**config.mk**
```make
export PLATFORM = sky130hd
export DESIGN_NAME = first_fit_bitmap_allocator
export DESIGN_NICKNAME = d
export VERILOG_FILES = /design/src/design/ffba_pkg.sv /design/src/design/first_fit_bitmap_allocator.sv /design/src/design/ffba_maps.sv
export SDC_FILE = /design/constraint.sdc
export NUM_CORES = 1
export LEC_CHECK = 0
export BUFFER_PORTS_ARGS = -buffer_cell sky130_fd_sc_hd__buf_2
export CAP_MARGIN = 20
export CORE_MARGIN = 5
export CORE_UTILIZATION = 40
export CTS_CLUSTER_SIZE = 24
export DETAILED_ROUTE_END_ITERATION = 7
export GPL_TIMING_DRIVEN = 1
export REMOVE_ABC_BUFFERS = 1
export SLEW_MARGIN = 10
export SYNTH_ARGS = -nofsm -noshare
export SYNTH_HDL_FRONTEND = slang
export SYNTH_HIERARCHICAL = 1
export SYNTH_SLANG_ARGS = --single-unit
```
**constraint.sdc**
```tcl
create_clock -name clk -period 19.1 [get_ports clk]
set_input_delay 0 -clock clk [delete_from_list [all_inputs] [get_ports clk]]
set_output_delay 0 -clock clk [all_outputs]
set_load 0.01 [all_outputs]
```
**src/design/ffba_pkg.sv**
```systemverilog
// Shared constants, codes and types of the first-fit bitmap allocator.
package ffba_pkg;

    localparam int HEAP_WORDS = 256;
    localparam int ROW_BITS   = 8;
    localparam int ROWS       = HEAP_WORDS / ROW_BITS;
    localparam int ROW_SH     = $clog2(ROW_BITS);
    localparam int ROW_AW     = $clog2(ROWS);
    localparam int OFF_W      = $clog2(HEAP_WORDS);
    localparam int HINT_W     = OFF_W + 1;
    localparam int SIZE_W     = 9;
    localparam int CMD_W      = 2;

    typedef enum logic [CMD_W-1:0] {
        CMD_ALLOC  = 2'd0,
        CMD_FREE   = 2'd1,
        CMD_COMMIT = 2'd2
    } cmd_t;

    typedef enum logic [2:0] {
        ST_IDLE,
        ST_SCAN,
        ST_RMW,
        ST_SEEK_RD,
        ST_SEEK,
        ST_DONE
    } state_t;

    typedef logic [ROW_BITS-1:0] row_t;
    typedef logic [ROW_AW-1:0]   row_addr_t;

    typedef struct packed {
        logic      rd_en;
        row_addr_t rd_row;
        logic      wr_in_use;
        logic      wr_ever;
        row_addr_t wr_row;
        row_t      in_use_data;
        row_t      ever_data;
    } map_req_t;

    typedef struct packed {
        row_t in_use;
        row_t ever;
    } map_rsp_t;

endpackage

```
**src/design/first_fit_bitmap_allocator.sv**
```systemverilog
// Top level of the first-fit bitmap allocator: command sequencer around the bitmap memories.
//
// Request channel (req_valid / req_stall) carries cmd, block_size and start_offset;
// response channel (rsp_valid / rsp_stall) returns status and granted_offset, one
// response per request, in order. A transfer happens on a clock edge with valid high
// and stall low. One item is worked at a time; req_stall is low only while idle.
// The maps live in memories of 8-word rows with a registered read; every pass walks
// one row per cycle. The passes of each command:
//   allocate: a scan pass, then a mark pass over the rows of a found run (then a seek read
//             and a seek pass when the run began at the first-free hint and ends below
//             the heap end); zero-size or oversized requests go straight to the response
//   free:     one pass over the rows in the range (none when block_size is zero)
//   commit:   one pass over all 32 rows
// A finished response waits in an output register, so a stalled receiver blocks
// only the next response, not the acceptance of the next item.
// Reset clears the hint and marks every map row as free through per-row valid bits;
// the block is idle and accepts an item as soon as reset ends.
module first_fit_bitmap_allocator (
    input  logic                          clk,
    input  logic                          rst_n,
    input  logic                          req_valid,
    output logic                          req_stall,
    input  logic [ffba_pkg::CMD_W-1:0]    cmd,
    input  logic [ffba_pkg::SIZE_W-1:0]   block_size,
    input  logic [ffba_pkg::OFF_W-1:0]    start_offset,
    output logic                          rsp_valid,
    input  logic                          rsp_stall,
    output logic                          status,
    output logic [ffba_pkg::OFF_W-1:0]    granted_offset
);

    localparam int CMP_W  = ffba_pkg::HINT_W + 1;
    localparam int FREE_W = ffba_pkg::SIZE_W + 1;
    localparam ffba_pkg::row_addr_t LAST_ROW = ffba_pkg::ROW_AW'(ffba_pkg::ROWS - 1);
    localparam logic [ffba_pkg::HINT_W-1:0] HEAP_END =
        ffba_pkg::HINT_W'(ffba_pkg::HEAP_WORDS);
    localparam logic [ffba_pkg::OFF_W-1:0] LAST_WORD =
        ffba_pkg::OFF_W'(ffba_pkg::HEAP_WORDS - 1);

    typedef struct packed {
        logic                          found;
        logic [ffba_pkg::SIZE_W-1:0]   len;
        logic [ffba_pkg::HINT_W-1:0]   start;
    } scan_res_t;

    typedef struct packed {
        logic                          found;
        logic [ffba_pkg::HINT_W-1:0]   word;
    } seek_res_t;

    // Extend the free-run tracker across one row of used bits.
    function automatic scan_res_t scan_row(
        input ffba_pkg::row_t               used,
        input ffba_pkg::row_addr_t          row,
        input logic [ffba_pkg::HINT_W-1:0]  hint,
        input logic [ffba_pkg::SIZE_W-1:0]  size,
        input logic [ffba_pkg::SIZE_W-1:0]  len_in,
        input logic [ffba_pkg::HINT_W-1:0]  start_in
    );
        scan_res_t                   r;
        logic [ffba_pkg::HINT_W-1:0] w;
        r.found = 1'b0;
        r.len   = len_in;
        r.start = start_in;
        for (int i = 0; i < ffba_pkg::ROW_BITS; i++)
        begin
            w = ffba_pkg::HINT_W'({row, ffba_pkg::ROW_SH'(i)});
            if (!r.found && w >= hint)
            begin
                if (used[i])
                begin
                    r.len   = '0;
                    r.start = w + ffba_pkg::HINT_W'(1);
                end
                else
                begin
                    r.len = r.len + ffba_pkg::SIZE_W'(1);
                    if (r.len == size)
                    begin
                        r.found = 1'b1;
                    end
                end
            end
        end
        return r;
    endfunction

    // Lowest free word of a row at or above a starting word.
    function automatic seek_res_t seek_row(
        input ffba_pkg::row_t               used,
        input ffba_pkg::row_addr_t          row,
        input logic [ffba_pkg::HINT_W-1:0]  from
    );
        seek_res_t                   r;
        logic [ffba_pkg::HINT_W-1:0] w;
        r.found = 1'b0;
        r.word  = '0;
        for (int i = ffba_pkg::ROW_BITS - 1; i >= 0; i--)
        begin
            w = ffba_pkg::HINT_W'({row, ffba_pkg::ROW_SH'(i)});
            if (!used[i] && w >= from)
            begin
                r.found = 1'b1;
                r.word  = w;
            end
        end
        return r;
    endfunction

    // Bits of a row that fall inside the word range lo..hi.
    function automatic ffba_pkg::row_t range_mask(
        input ffba_pkg::row_addr_t          row,
        input logic [ffba_pkg::OFF_W-1:0]   lo,
        input logic [ffba_pkg::OFF_W-1:0]   hi
    );
        ffba_pkg::row_t             m;
        logic [ffba_pkg::OFF_W-1:0] w;
        m = '0;
        for (int i = 0; i < ffba_pkg::ROW_BITS; i++)
        begin
            w    = {row, ffba_pkg::ROW_SH'(i)};
            m[i] = (w >= lo) && (w <= hi);
        end
        return m;
    endfunction

    ffba_pkg::state_t              state_reg, state_next;
    ffba_pkg::cmd_t                op_reg, op_next;
    logic [ffba_pkg::SIZE_W-1:0]   size_reg, size_next;
    logic [ffba_pkg::HINT_W-1:0]   hint_reg, hint_next;
    logic [ffba_pkg::HINT_W-1:0]   start_reg, start_next;
    logic [ffba_pkg::SIZE_W-1:0]   len_reg, len_next;
    ffba_pkg::row_addr_t           row_reg, row_next;
    logic [ffba_pkg::OFF_W-1:0]    lo_reg, lo_next;
    logic [ffba_pkg::OFF_W-1:0]    hi_reg, hi_next;
    logic                          seek_reg, seek_next;
    logic                          res_status_reg, res_status_next;
    logic [ffba_pkg::OFF_W-1:0]    res_offset_reg, res_offset_next;
    logic                          rsp_valid_reg, rsp_valid_next;
    logic                          status_reg, status_next;
    logic [ffba_pkg::OFF_W-1:0]    granted_reg, granted_next;

    ffba_pkg::map_req_t            map_req;
    ffba_pkg::map_rsp_t            map_rsp;

    logic                          accept;
    logic                          can_load;
    logic                          alloc_fail_now;
    logic [CMP_W-1:0]              alloc_room;
    logic [FREE_W-1:0]             free_end;
    logic [ffba_pkg::OFF_W-1:0]    free_hi;
    logic [ffba_pkg::OFF_W-1:0]    alloc_hi;
    logic [ffba_pkg::HINT_W-1:0]   seek_from;
    logic                          last_rmw;
    ffba_pkg::row_t                mask;
    scan_res_t                     scan;
    seek_res_t                     seek;

    ffba_maps u_maps (
        .clk   (clk),
        .rst_n (rst_n),
        .req   (map_req),
        .rsp   (map_rsp)
    );

    assign accept   = req_valid && !req_stall;
    assign can_load = !rsp_valid_reg || !rsp_stall;

    // An allocate fails at once when it is empty or cannot fit above the hint.
    assign alloc_room     = CMP_W'(HEAP_END) - CMP_W'(hint_reg);
    assign alloc_fail_now = (block_size == '0) || (hint_reg == HEAP_END)
                            || (CMP_W'(block_size) > alloc_room);

    // Clip a free range at the heap end.
    assign free_end = FREE_W'(start_offset) + FREE_W'(block_size) - FREE_W'(1);
    assign free_hi  = (free_end > FREE_W'(LAST_WORD)) ? LAST_WORD
                                                      : free_end[ffba_pkg::OFF_W-1:0];

    assign scan      = scan_row(map_rsp.in_use, row_reg, hint_reg, size_reg, len_reg,
                                start_reg);
    assign alloc_hi  = ffba_pkg::OFF_W'(scan.start + ffba_pkg::HINT_W'(size_reg)
                                        - ffba_pkg::HINT_W'(1));
    assign seek      = seek_row(map_rsp.in_use, row_reg, start_reg);
    assign mask      = range_mask(row_reg, lo_reg, hi_reg);
    assign last_rmw  = (row_reg == hi_reg[ffba_pkg::OFF_W-1:ffba_pkg::ROW_SH]);
    assign seek_from = ffba_pkg::HINT_W'(hi_reg) + ffba_pkg::HINT_W'(1);

    // Next state.
    always_comb
    begin
        state_next = state_reg;
        case (state_reg)
            ffba_pkg::ST_IDLE:
            begin
                if (accept)
                begin
                    case (cmd)
                        ffba_pkg::CMD_ALLOC:
                            state_next = alloc_fail_now ? ffba_pkg::ST_DONE
                                                        : ffba_pkg::ST_SCAN;
                        ffba_pkg::CMD_FREE:
                            state_next = (block_size == '0) ? ffba_pkg::ST_DONE
                                                            : ffba_pkg::ST_RMW;
                        ffba_pkg::CMD_COMMIT:
                            state_next = ffba_pkg::ST_RMW;
                        default:
                            state_next = ffba_pkg::ST_DONE;
                    endcase
                end
            end
            ffba_pkg::ST_SCAN:
            begin
                if (scan.found)
                begin
                    state_next = ffba_pkg::ST_RMW;
                end
                else if (row_reg == LAST_ROW)
                begin
                    state_next = ffba_pkg::ST_DONE;
                end
            end
            ffba_pkg::ST_RMW:
            begin
                if (last_rmw)
                begin
                    if (op_reg == ffba_pkg::CMD_ALLOC && seek_reg && seek_from != HEAP_END)
                    begin
                        state_next = ffba_pkg::ST_SEEK_RD;
                    end
                    else
                    begin
                        state_next = ffba_pkg::ST_DONE;
                    end
                end
            end
            ffba_pkg::ST_SEEK_RD:
            begin
                state_next = ffba_pkg::ST_SEEK;
            end
            ffba_pkg::ST_SEEK:
            begin
                if (seek.found || row_reg == LAST_ROW)
                begin
                    state_next = ffba_pkg::ST_DONE;
                end
            end
            ffba_pkg::ST_DONE:
            begin
                if (can_load)
                begin
                    state_next = ffba_pkg::ST_IDLE;
                end
            end
            default:
            begin
                state_next = ffba_pkg::ST_IDLE;
            end
        endcase
    end

    // Memory accesses and handshake. Each read-modify-write pass reads the next row while
    // it writes back the current one; the seek pass goes through ST_SEEK_RD first so that
    // it never reads the row written last.
    always_comb
    begin
        map_req   = '0;
        req_stall = (state_reg != ffba_pkg::ST_IDLE);
        case (state_reg)
            ffba_pkg::ST_IDLE:
            begin
                if (accept)
                begin
                    case (cmd)
                        ffba_pkg::CMD_ALLOC:
                        begin
                            map_req.rd_en  = !alloc_fail_now;
                            map_req.rd_row = hint_reg[ffba_pkg::OFF_W-1:ffba_pkg::ROW_SH];
                        end
                        ffba_pkg::CMD_FREE:
                        begin
                            map_req.rd_en  = (block_size != '0);
                            map_req.rd_row = start_offset[ffba_pkg::OFF_W-1:ffba_pkg::ROW_SH];
                        end
                        ffba_pkg::CMD_COMMIT:
                        begin
                            map_req.rd_en  = 1'b1;
                            map_req.rd_row = '0;
                        end
                        default:
                        begin
                            map_req.rd_en = 1'b0;
                        end
                    endcase
                end
            end
            ffba_pkg::ST_SCAN:
            begin
                if (scan.found)
                begin
                    map_req.rd_en  = 1'b1;
                    map_req.rd_row = scan.start[ffba_pkg::OFF_W-1:ffba_pkg::ROW_SH];
                end
                else if (row_reg != LAST_ROW)
                begin
                    map_req.rd_en  = 1'b1;
                    map_req.rd_row = row_reg + ffba_pkg::ROW_AW'(1);
                end
            end
            ffba_pkg::ST_RMW:
            begin
                map_req.wr_row = row_reg;
                case (op_reg)
                    ffba_pkg::CMD_ALLOC:
                    begin
                        map_req.wr_in_use   = 1'b1;
                        map_req.wr_ever     = 1'b1;
                        map_req.in_use_data = map_rsp.in_use | mask;
                        map_req.ever_data   = map_rsp.ever | mask;
                    end
                    ffba_pkg::CMD_FREE:
                    begin
                        map_req.wr_in_use   = 1'b1;
                        map_req.in_use_data = map_rsp.in_use & ~mask;
                    end
                    ffba_pkg::CMD_COMMIT:
                    begin
                        map_req.wr_in_use   = 1'b1;
                        map_req.in_use_data = map_rsp.ever;
                    end
                    default:
                    begin
                        map_req.wr_in_use = 1'b0;
                    end
                endcase
                if (!last_rmw)
                begin
                    map_req.rd_en  = 1'b1;
                    map_req.rd_row = row_reg + ffba_pkg::ROW_AW'(1);
                end
            end
            ffba_pkg::ST_SEEK_RD:
            begin
                map_req.rd_en  = 1'b1;
                map_req.rd_row = row_reg;
            end
            ffba_pkg::ST_SEEK:
            begin
                if (!seek.found && row_reg != LAST_ROW)
                begin
                    map_req.rd_en  = 1'b1;
                    map_req.rd_row = row_reg + ffba_pkg::ROW_AW'(1);
                end
            end
            default:
            begin
                map_req = '0;
            end
        endcase
    end

    // Datapath registers.
    always_comb
    begin
        op_next         = op_reg;
        size_next       = size_reg;
        hint_next       = hint_reg;
        start_next      = start_reg;
        len_next        = len_reg;
        row_next        = row_reg;
        lo_next         = lo_reg;
        hi_next         = hi_reg;
        seek_next       = seek_reg;
        res_status_next = res_status_reg;
        res_offset_next = res_offset_reg;
        status_next     = status_reg;
        granted_next    = granted_reg;
        rsp_valid_next  = rsp_valid_reg && rsp_stall;
        case (state_reg)
            ffba_pkg::ST_IDLE:
            begin
                if (accept)
                begin
                    size_next       = block_size;
                    res_status_next = 1'b0;
                    res_offset_next = '0;
                    len_next        = '0;
                    start_next      = hint_reg;
                    seek_next       = 1'b0;
                    case (cmd)
                        ffba_pkg::CMD_ALLOC:
                        begin
                            op_next         = ffba_pkg::CMD_ALLOC;
                            row_next        = hint_reg[ffba_pkg::OFF_W-1:ffba_pkg::ROW_SH];
                            res_status_next = alloc_fail_now;
                        end
                        ffba_pkg::CMD_FREE:
                        begin
                            op_next  = ffba_pkg::CMD_FREE;
                            lo_next  = start_offset;
                            hi_next  = free_hi;
                            row_next = start_offset[ffba_pkg::OFF_W-1:ffba_pkg::ROW_SH];
                            // Lower the hint even for an empty range.
                            if (ffba_pkg::HINT_W'(start_offset) < hint_reg)
                            begin
                                hint_next = ffba_pkg::HINT_W'(start_offset);
                            end
                        end
                        ffba_pkg::CMD_COMMIT:
                        begin
                            op_next  = ffba_pkg::CMD_COMMIT;
                            lo_next  = '0;
                            hi_next  = LAST_WORD;
                            row_next = '0;
                        end
                        default:
                        begin
                            op_next = op_reg;
                        end
                    endcase
                end
            end
            ffba_pkg::ST_SCAN:
            begin
                if (scan.found)
                begin
                    lo_next         = scan.start[ffba_pkg::OFF_W-1:0];
                    hi_next         = alloc_hi;
                    row_next        = scan.start[ffba_pkg::OFF_W-1:ffba_pkg::ROW_SH];
                    seek_next       = (scan.start == hint_reg);
                    res_offset_next = scan.start[ffba_pkg::OFF_W-1:0];
                end
                else if (row_reg == LAST_ROW)
                begin
                    res_status_next = 1'b1;
                end
                else
                begin
                    row_next   = row_reg + ffba_pkg::ROW_AW'(1);
                    len_next   = scan.len;
                    start_next = scan.start;
                end
            end
            ffba_pkg::ST_RMW:
            begin
                if (last_rmw)
                begin
                    // A run taken at the hint moves the hint to the lowest free word,
                    // which cannot lie below the end of that run.
                    if (op_reg == ffba_pkg::CMD_ALLOC && seek_reg)
                    begin
                        if (seek_from == HEAP_END)
                        begin
                            hint_next = HEAP_END;
                        end
                        else
                        begin
                            start_next = seek_from;
                            row_next   = seek_from[ffba_pkg::OFF_W-1:ffba_pkg::ROW_SH];
                        end
                    end
                end
                else
                begin
                    row_next = row_reg + ffba_pkg::ROW_AW'(1);
                end
            end
            ffba_pkg::ST_SEEK:
            begin
                if (seek.found)
                begin
                    hint_next = seek.word;
                end
                else if (row_reg == LAST_ROW)
                begin
                    hint_next = HEAP_END;
                end
                else
                begin
                    row_next = row_reg + ffba_pkg::ROW_AW'(1);
                end
            end
            ffba_pkg::ST_DONE:
            begin
                if (can_load)
                begin
                    status_next    = res_status_reg;
                    granted_next   = res_offset_reg;
                    rsp_valid_next = 1'b1;
                end
            end
            default:
            begin
                row_next = row_reg;
            end
        endcase
    end

    always_ff @(posedge clk or negedge rst_n)
    begin
        if (!rst_n)
        begin
            state_reg     <= ffba_pkg::ST_IDLE;
            hint_reg      <= '0;
            rsp_valid_reg <= 1'b0;
        end
        else
        begin
            state_reg     <= state_next;
            hint_reg      <= hint_next;
            rsp_valid_reg <= rsp_valid_next;
        end
    end

    always_ff @(posedge clk)
    begin
        op_reg         <= op_next;
        size_reg       <= size_next;
        start_reg      <= start_next;
        len_reg        <= len_next;
        row_reg        <= row_next;
        lo_reg         <= lo_next;
        hi_reg         <= hi_next;
        seek_reg       <= seek_next;
        res_status_reg <= res_status_next;
        res_offset_reg <= res_offset_next;
        status_reg     <= status_next;
        granted_reg    <= granted_next;
    end

    assign rsp_valid      = rsp_valid_reg;
    assign status         = status_reg;
    assign granted_offset = granted_reg;

endmodule

```
**src/design/ffba_maps.sv**
```systemverilog
// In-use and ever-used bitmap memories, one row of words per entry, with per-row valid bits.
module ffba_maps (
    input  logic               clk,
    input  logic               rst_n,
    input  ffba_pkg::map_req_t req,
    output ffba_pkg::map_rsp_t rsp
);

    ffba_pkg::row_t in_use_mem [ffba_pkg::ROWS];
    ffba_pkg::row_t ever_mem   [ffba_pkg::ROWS];

    logic [ffba_pkg::ROWS-1:0] in_use_valid_reg;
    logic [ffba_pkg::ROWS-1:0] ever_valid_reg;

    ffba_pkg::row_t in_use_q_reg;
    ffba_pkg::row_t ever_q_reg;
    logic           in_use_vq_reg;
    logic           ever_vq_reg;

    always_ff @(posedge clk)
    begin
        if (req.wr_in_use)
        begin
            in_use_mem[req.wr_row] <= req.in_use_data;
        end
        if (req.wr_ever)
        begin
            ever_mem[req.wr_row] <= req.ever_data;
        end
        if (req.rd_en)
        begin
            in_use_q_reg <= in_use_mem[req.rd_row];
            ever_q_reg   <= ever_mem[req.rd_row];
        end
    end

    // A row never written since reset reads as all free.
    always_ff @(posedge clk or negedge rst_n)
    begin
        if (!rst_n)
        begin
            in_use_valid_reg <= '0;
            ever_valid_reg   <= '0;
            in_use_vq_reg    <= 1'b0;
            ever_vq_reg      <= 1'b0;
        end
        else
        begin
            if (req.wr_in_use)
            begin
                in_use_valid_reg[req.wr_row] <= 1'b1;
            end
            if (req.wr_ever)
            begin
                ever_valid_reg[req.wr_row] <= 1'b1;
            end
            if (req.rd_en)
            begin
                in_use_vq_reg <= in_use_valid_reg[req.rd_row];
                ever_vq_reg   <= ever_valid_reg[req.rd_row];
            end
        end
    end

    assign rsp.in_use = in_use_vq_reg ? in_use_q_reg : '0;
    assign rsp.ever   = ever_vq_reg ? ever_q_reg : '0;

endmodule

```
==> flow_summary.yaml <==
detailed_routing:
  vias_per_cell: 6.21
  vias: 26074
  drc: 0
  wl_per_cell_um: 26.4
  ant_nets: 0
  drt_iter0_drc: 2967
  first_pass_iters: 6
  routed_wl_um: 111000
die:
  rows: 111
  core_area_sq_um: 91700
  start_util_pct: 40.3
  die_y_um: 314
  io_pins: 34
  chipWidth_um: 314
  dieArea_sq_um: 98500
logic_synthesis:
  syn_inst: 2885
  syn_area_sq_um: 36900
  postSynthAreaPerCell_sq_um: 12.8
  synthArstFlopShare_pct: 11.7
  synth_seq_cells: 676
  ys_top_cells_by_area: "edfxtp_1 (49%), mux4_2 (10%), dfrtp_1 (5.4%)"
  seq_area_frac_synth_pct: 53.9
  yosys.area.top_type: "edfxtp_1"
  synth.top_cell.area_share_pct: 48.5
  synth_enable_flop_cells: 597
  yosysUniqueCellTypes: 123
  ys.warnings.count: 6
  synthFlopType: "edfxtp_1"
sta:
  report.final.slew_viol_count: 0
  hold_viol: 4
  finalClockSkew_ns: 0.0508
  holdWs_ns: -0.0124
  fmax_ghz: 0.0595
  fin_setup_tns_ns: 0
  worstMarginPinSlew_ns: 1.10
  finalCritPeriodShare_pct: 88.0
  max-slew-margin-rel_pct: 26.2
  fin_crit_ns: 16.81
  rsz0062_at_grt: "no"
  fin_ws_ns: 2.29
  setup_violations: 0
cts:
  tritoncts: "built"
  clkLatencyLatePin_ns: 0.63
  cts_buffers: 72
  cts.clk_slew.worst_paths_ns: 0.06
  cts.sinks: 676
  clockBufferDepth: 3
  htree_levels: 3
  root_buffer: "clkbuf_16"
  cts_resized: 0
critical_path:
  path_max_fanout: 85
  critPathMaxStageDelay_ns: 0.76
  cp-end-kind: "flop"
  startpoint_type: "flop"
  crit_type: "reg2reg"
  timing.rr.end: "u_maps/ever_q_reg[3]$_DFFE_PP_"
  cp_num_buf_inv: 3
  cp_top_family: "simple AND/OR/NAND/NOR gates"
  reg2reg_slack_ns: 2.29
  path_common_cell: "ha_1"
  cp_slowest_cell: "edfxtp_1"
  r2r_start: "row_reg[3]$_DFFE_PP_"
  crit_arrival_ns: 17.18
  cp.required_ns: 19.46
  r2r_cells: 50
worst_hold_path:
  worstHoldPathType: "in2async"
global_routing:
  grt_pass1_vias: 25317
  grt_max_degree: 144
  gr-total-overflow: 0
  track_usage_pct: 21.9
  grt_pass1_wl_um: 164000
  antenna_found_initial: 1
run:
  max_cap_violations: 0
placement:
  dp.final_hpwl_um: 74300
  place.gp.congestion: 0.948
  portBuffers: 33
  pre_cts_ws_ns: 2.73
status:
  status: "complete, but fails checks"
  violations: "negative hold slack"
finish:
  fillers: 8152
  largestRegisters: "u_maps/ever_mem: 256 flops, u_maps/in_use_mem: 256 flops"
  multi_input_area_sq_um: 16000
  layout.nets: 3072
  syn_to_final_growth_pct: 12.9
  final_layout_size_suffix_gt1_share_pct: 20.7
  fin_util_pct: 45.5
  regArea_sq_um: 19900
-- logic make-up after synthesis --
kind of cell / after synthesis / synth area share [%]
muxes: 241 / 12.4
AOI/OAI and AO/OA: 596 / 11.8
buffers and inverters: 287 / 3.28
adders and majority gates: 95 / 3.26
xor gates and xnor gates: 118 / 3.19
DFF: 676 / 53.9
and+or+nand+nor: 872 / 12.3
-- cell type report --
class	instances	area share [%]
Tap cell	1186	3.56
Antenna cell	1	0.00600
Inverter	138	1.24
Clock buffer	97	5.02
Sequential cell	676	47.7
Timing Repair Buffer	144	3.00
Multi-Input combinational cell	1922	38.3
Clock inverter	37	1.16
-- metrics by stage --
step / area, sq um / std cells / hold WS (ns)
floorplan: 36200 / 2736 / -0.296
global placement: 38500 / 4013 / 0.230
detailed placement: 38700 / 4031 / 0.233
CTS: 41500 / 4188 / 0.126
global route: 41700 / 4200 / 0.0711
finish: 41700 / 4201 / -0.0124
-- worst max-delay path by stage --
stage          slack [ns]                             end  cells past startpoint                  from
3_3_place_gp         3.22  u_maps/ever_q_reg[3]$_DFFE_PP_                     50  row_reg[3]$_DFFE_PP_
6_report             2.29  u_maps/ever_q_reg[3]$_DFFE_PP_                     50  row_reg[3]$_DFFE_PP_
3_5_place_dp         2.73  u_maps/ever_q_reg[7]$_DFFE_PP_                     50  row_reg[3]$_DFFE_PP_
2_1_floorplan       -5.47  u_maps/ever_vq_reg$_DFFE_PN0P_                     49  row_reg[3]$_DFFE_PP_
4_1_cts              2.66  u_maps/ever_q_reg[7]$_DFFE_PP_                     50  row_reg[3]$_DFFE_PP_
5_1_grt              1.39  u_maps/ever_q_reg[3]$_DFFE_PP_                     50  row_reg[3]$_DFFE_PP_
-- cells in the final DEF, fill, tap and decap left out, types with 15 or more instances in the layout --
master / count
mux4_2: 168
nand4_1: 25
clkbuf_16: 77
clkinv_1: 15
buf_2: 32
xor2_1: 20
o21ai_0: 79
o21ai_1: 25
nand3_1: 75
mux2i_1: 40
edfxtp_1: 597
a221oi_1: 16
o22ai_1: 15
nand2b_1: 20
and2_1: 36
or3_1: 22
buf_6: 21
nor2b_1: 18
nor2_2: 32
nor3_1: 57
a21o_1: 35
a21oi_1: 138
nor2_1: 223
buf_4: 55
o21a_1: 17
dlygate4sd3_1: 23
a211oi_1: 26
dfrtp_1: 79
or2_2: 74
a31oi_1: 18
inv_1: 130
and3_1: 23
nor4_1: 28
ha_1: 93
nand2_1: 155
xnor2_1: 87
a22oi_1: 19
mux2_2: 30
-- synthesized netlist by cell type, drive strengths merged, types with 20 or more instances --
| master | count |
|---|---|
| a211oi | 33 |
| a21o | 35 |
| a21oi | 145 |
| a22oi | 21 |
| and2 | 36 |
| and3 | 23 |
| buf | 73 |
| clkbuf | 76 |
| dfrtp | 79 |
| edfxtp | 597 |
| ha | 93 |
| inv | 132 |
| mux2 | 32 |
| mux2i | 41 |
| mux4 | 168 |
| nand2 | 157 |
| nand2b | 20 |
| nand3 | 78 |
| nand4 | 27 |
| nor2 | 257 |
| nor3 | 60 |
| nor4 | 34 |
| o21ai | 106 |
| or2 | 80 |
| or3 | 22 |
| xnor2 | 90 |
| xor2 | 20 |
-- per-layer routing --
metal | share of wire [%] | up-vias | GRT usage [%]
met5 | 0 | - | 0
met2 | 47 | 1239 | 35.3
met1 | 42 | 13301 | 30.8
li1 | - | 11324 | -
met3 | 7.3 | 210 | 3.43
met4 | 3.1 | 0 | 6.60
-- repair_timing --
| item | CTS | global route |
|---|---|---|
| hold buffers | 23 | 0 |
| hold endpoints to repair | 120 | 0 |
| buffers inserted | 0 | 0 |
Power is left out: the tool's default activity adds up to more than one toggle a clock period on the data nets, which glitch-free logic cannot reach.
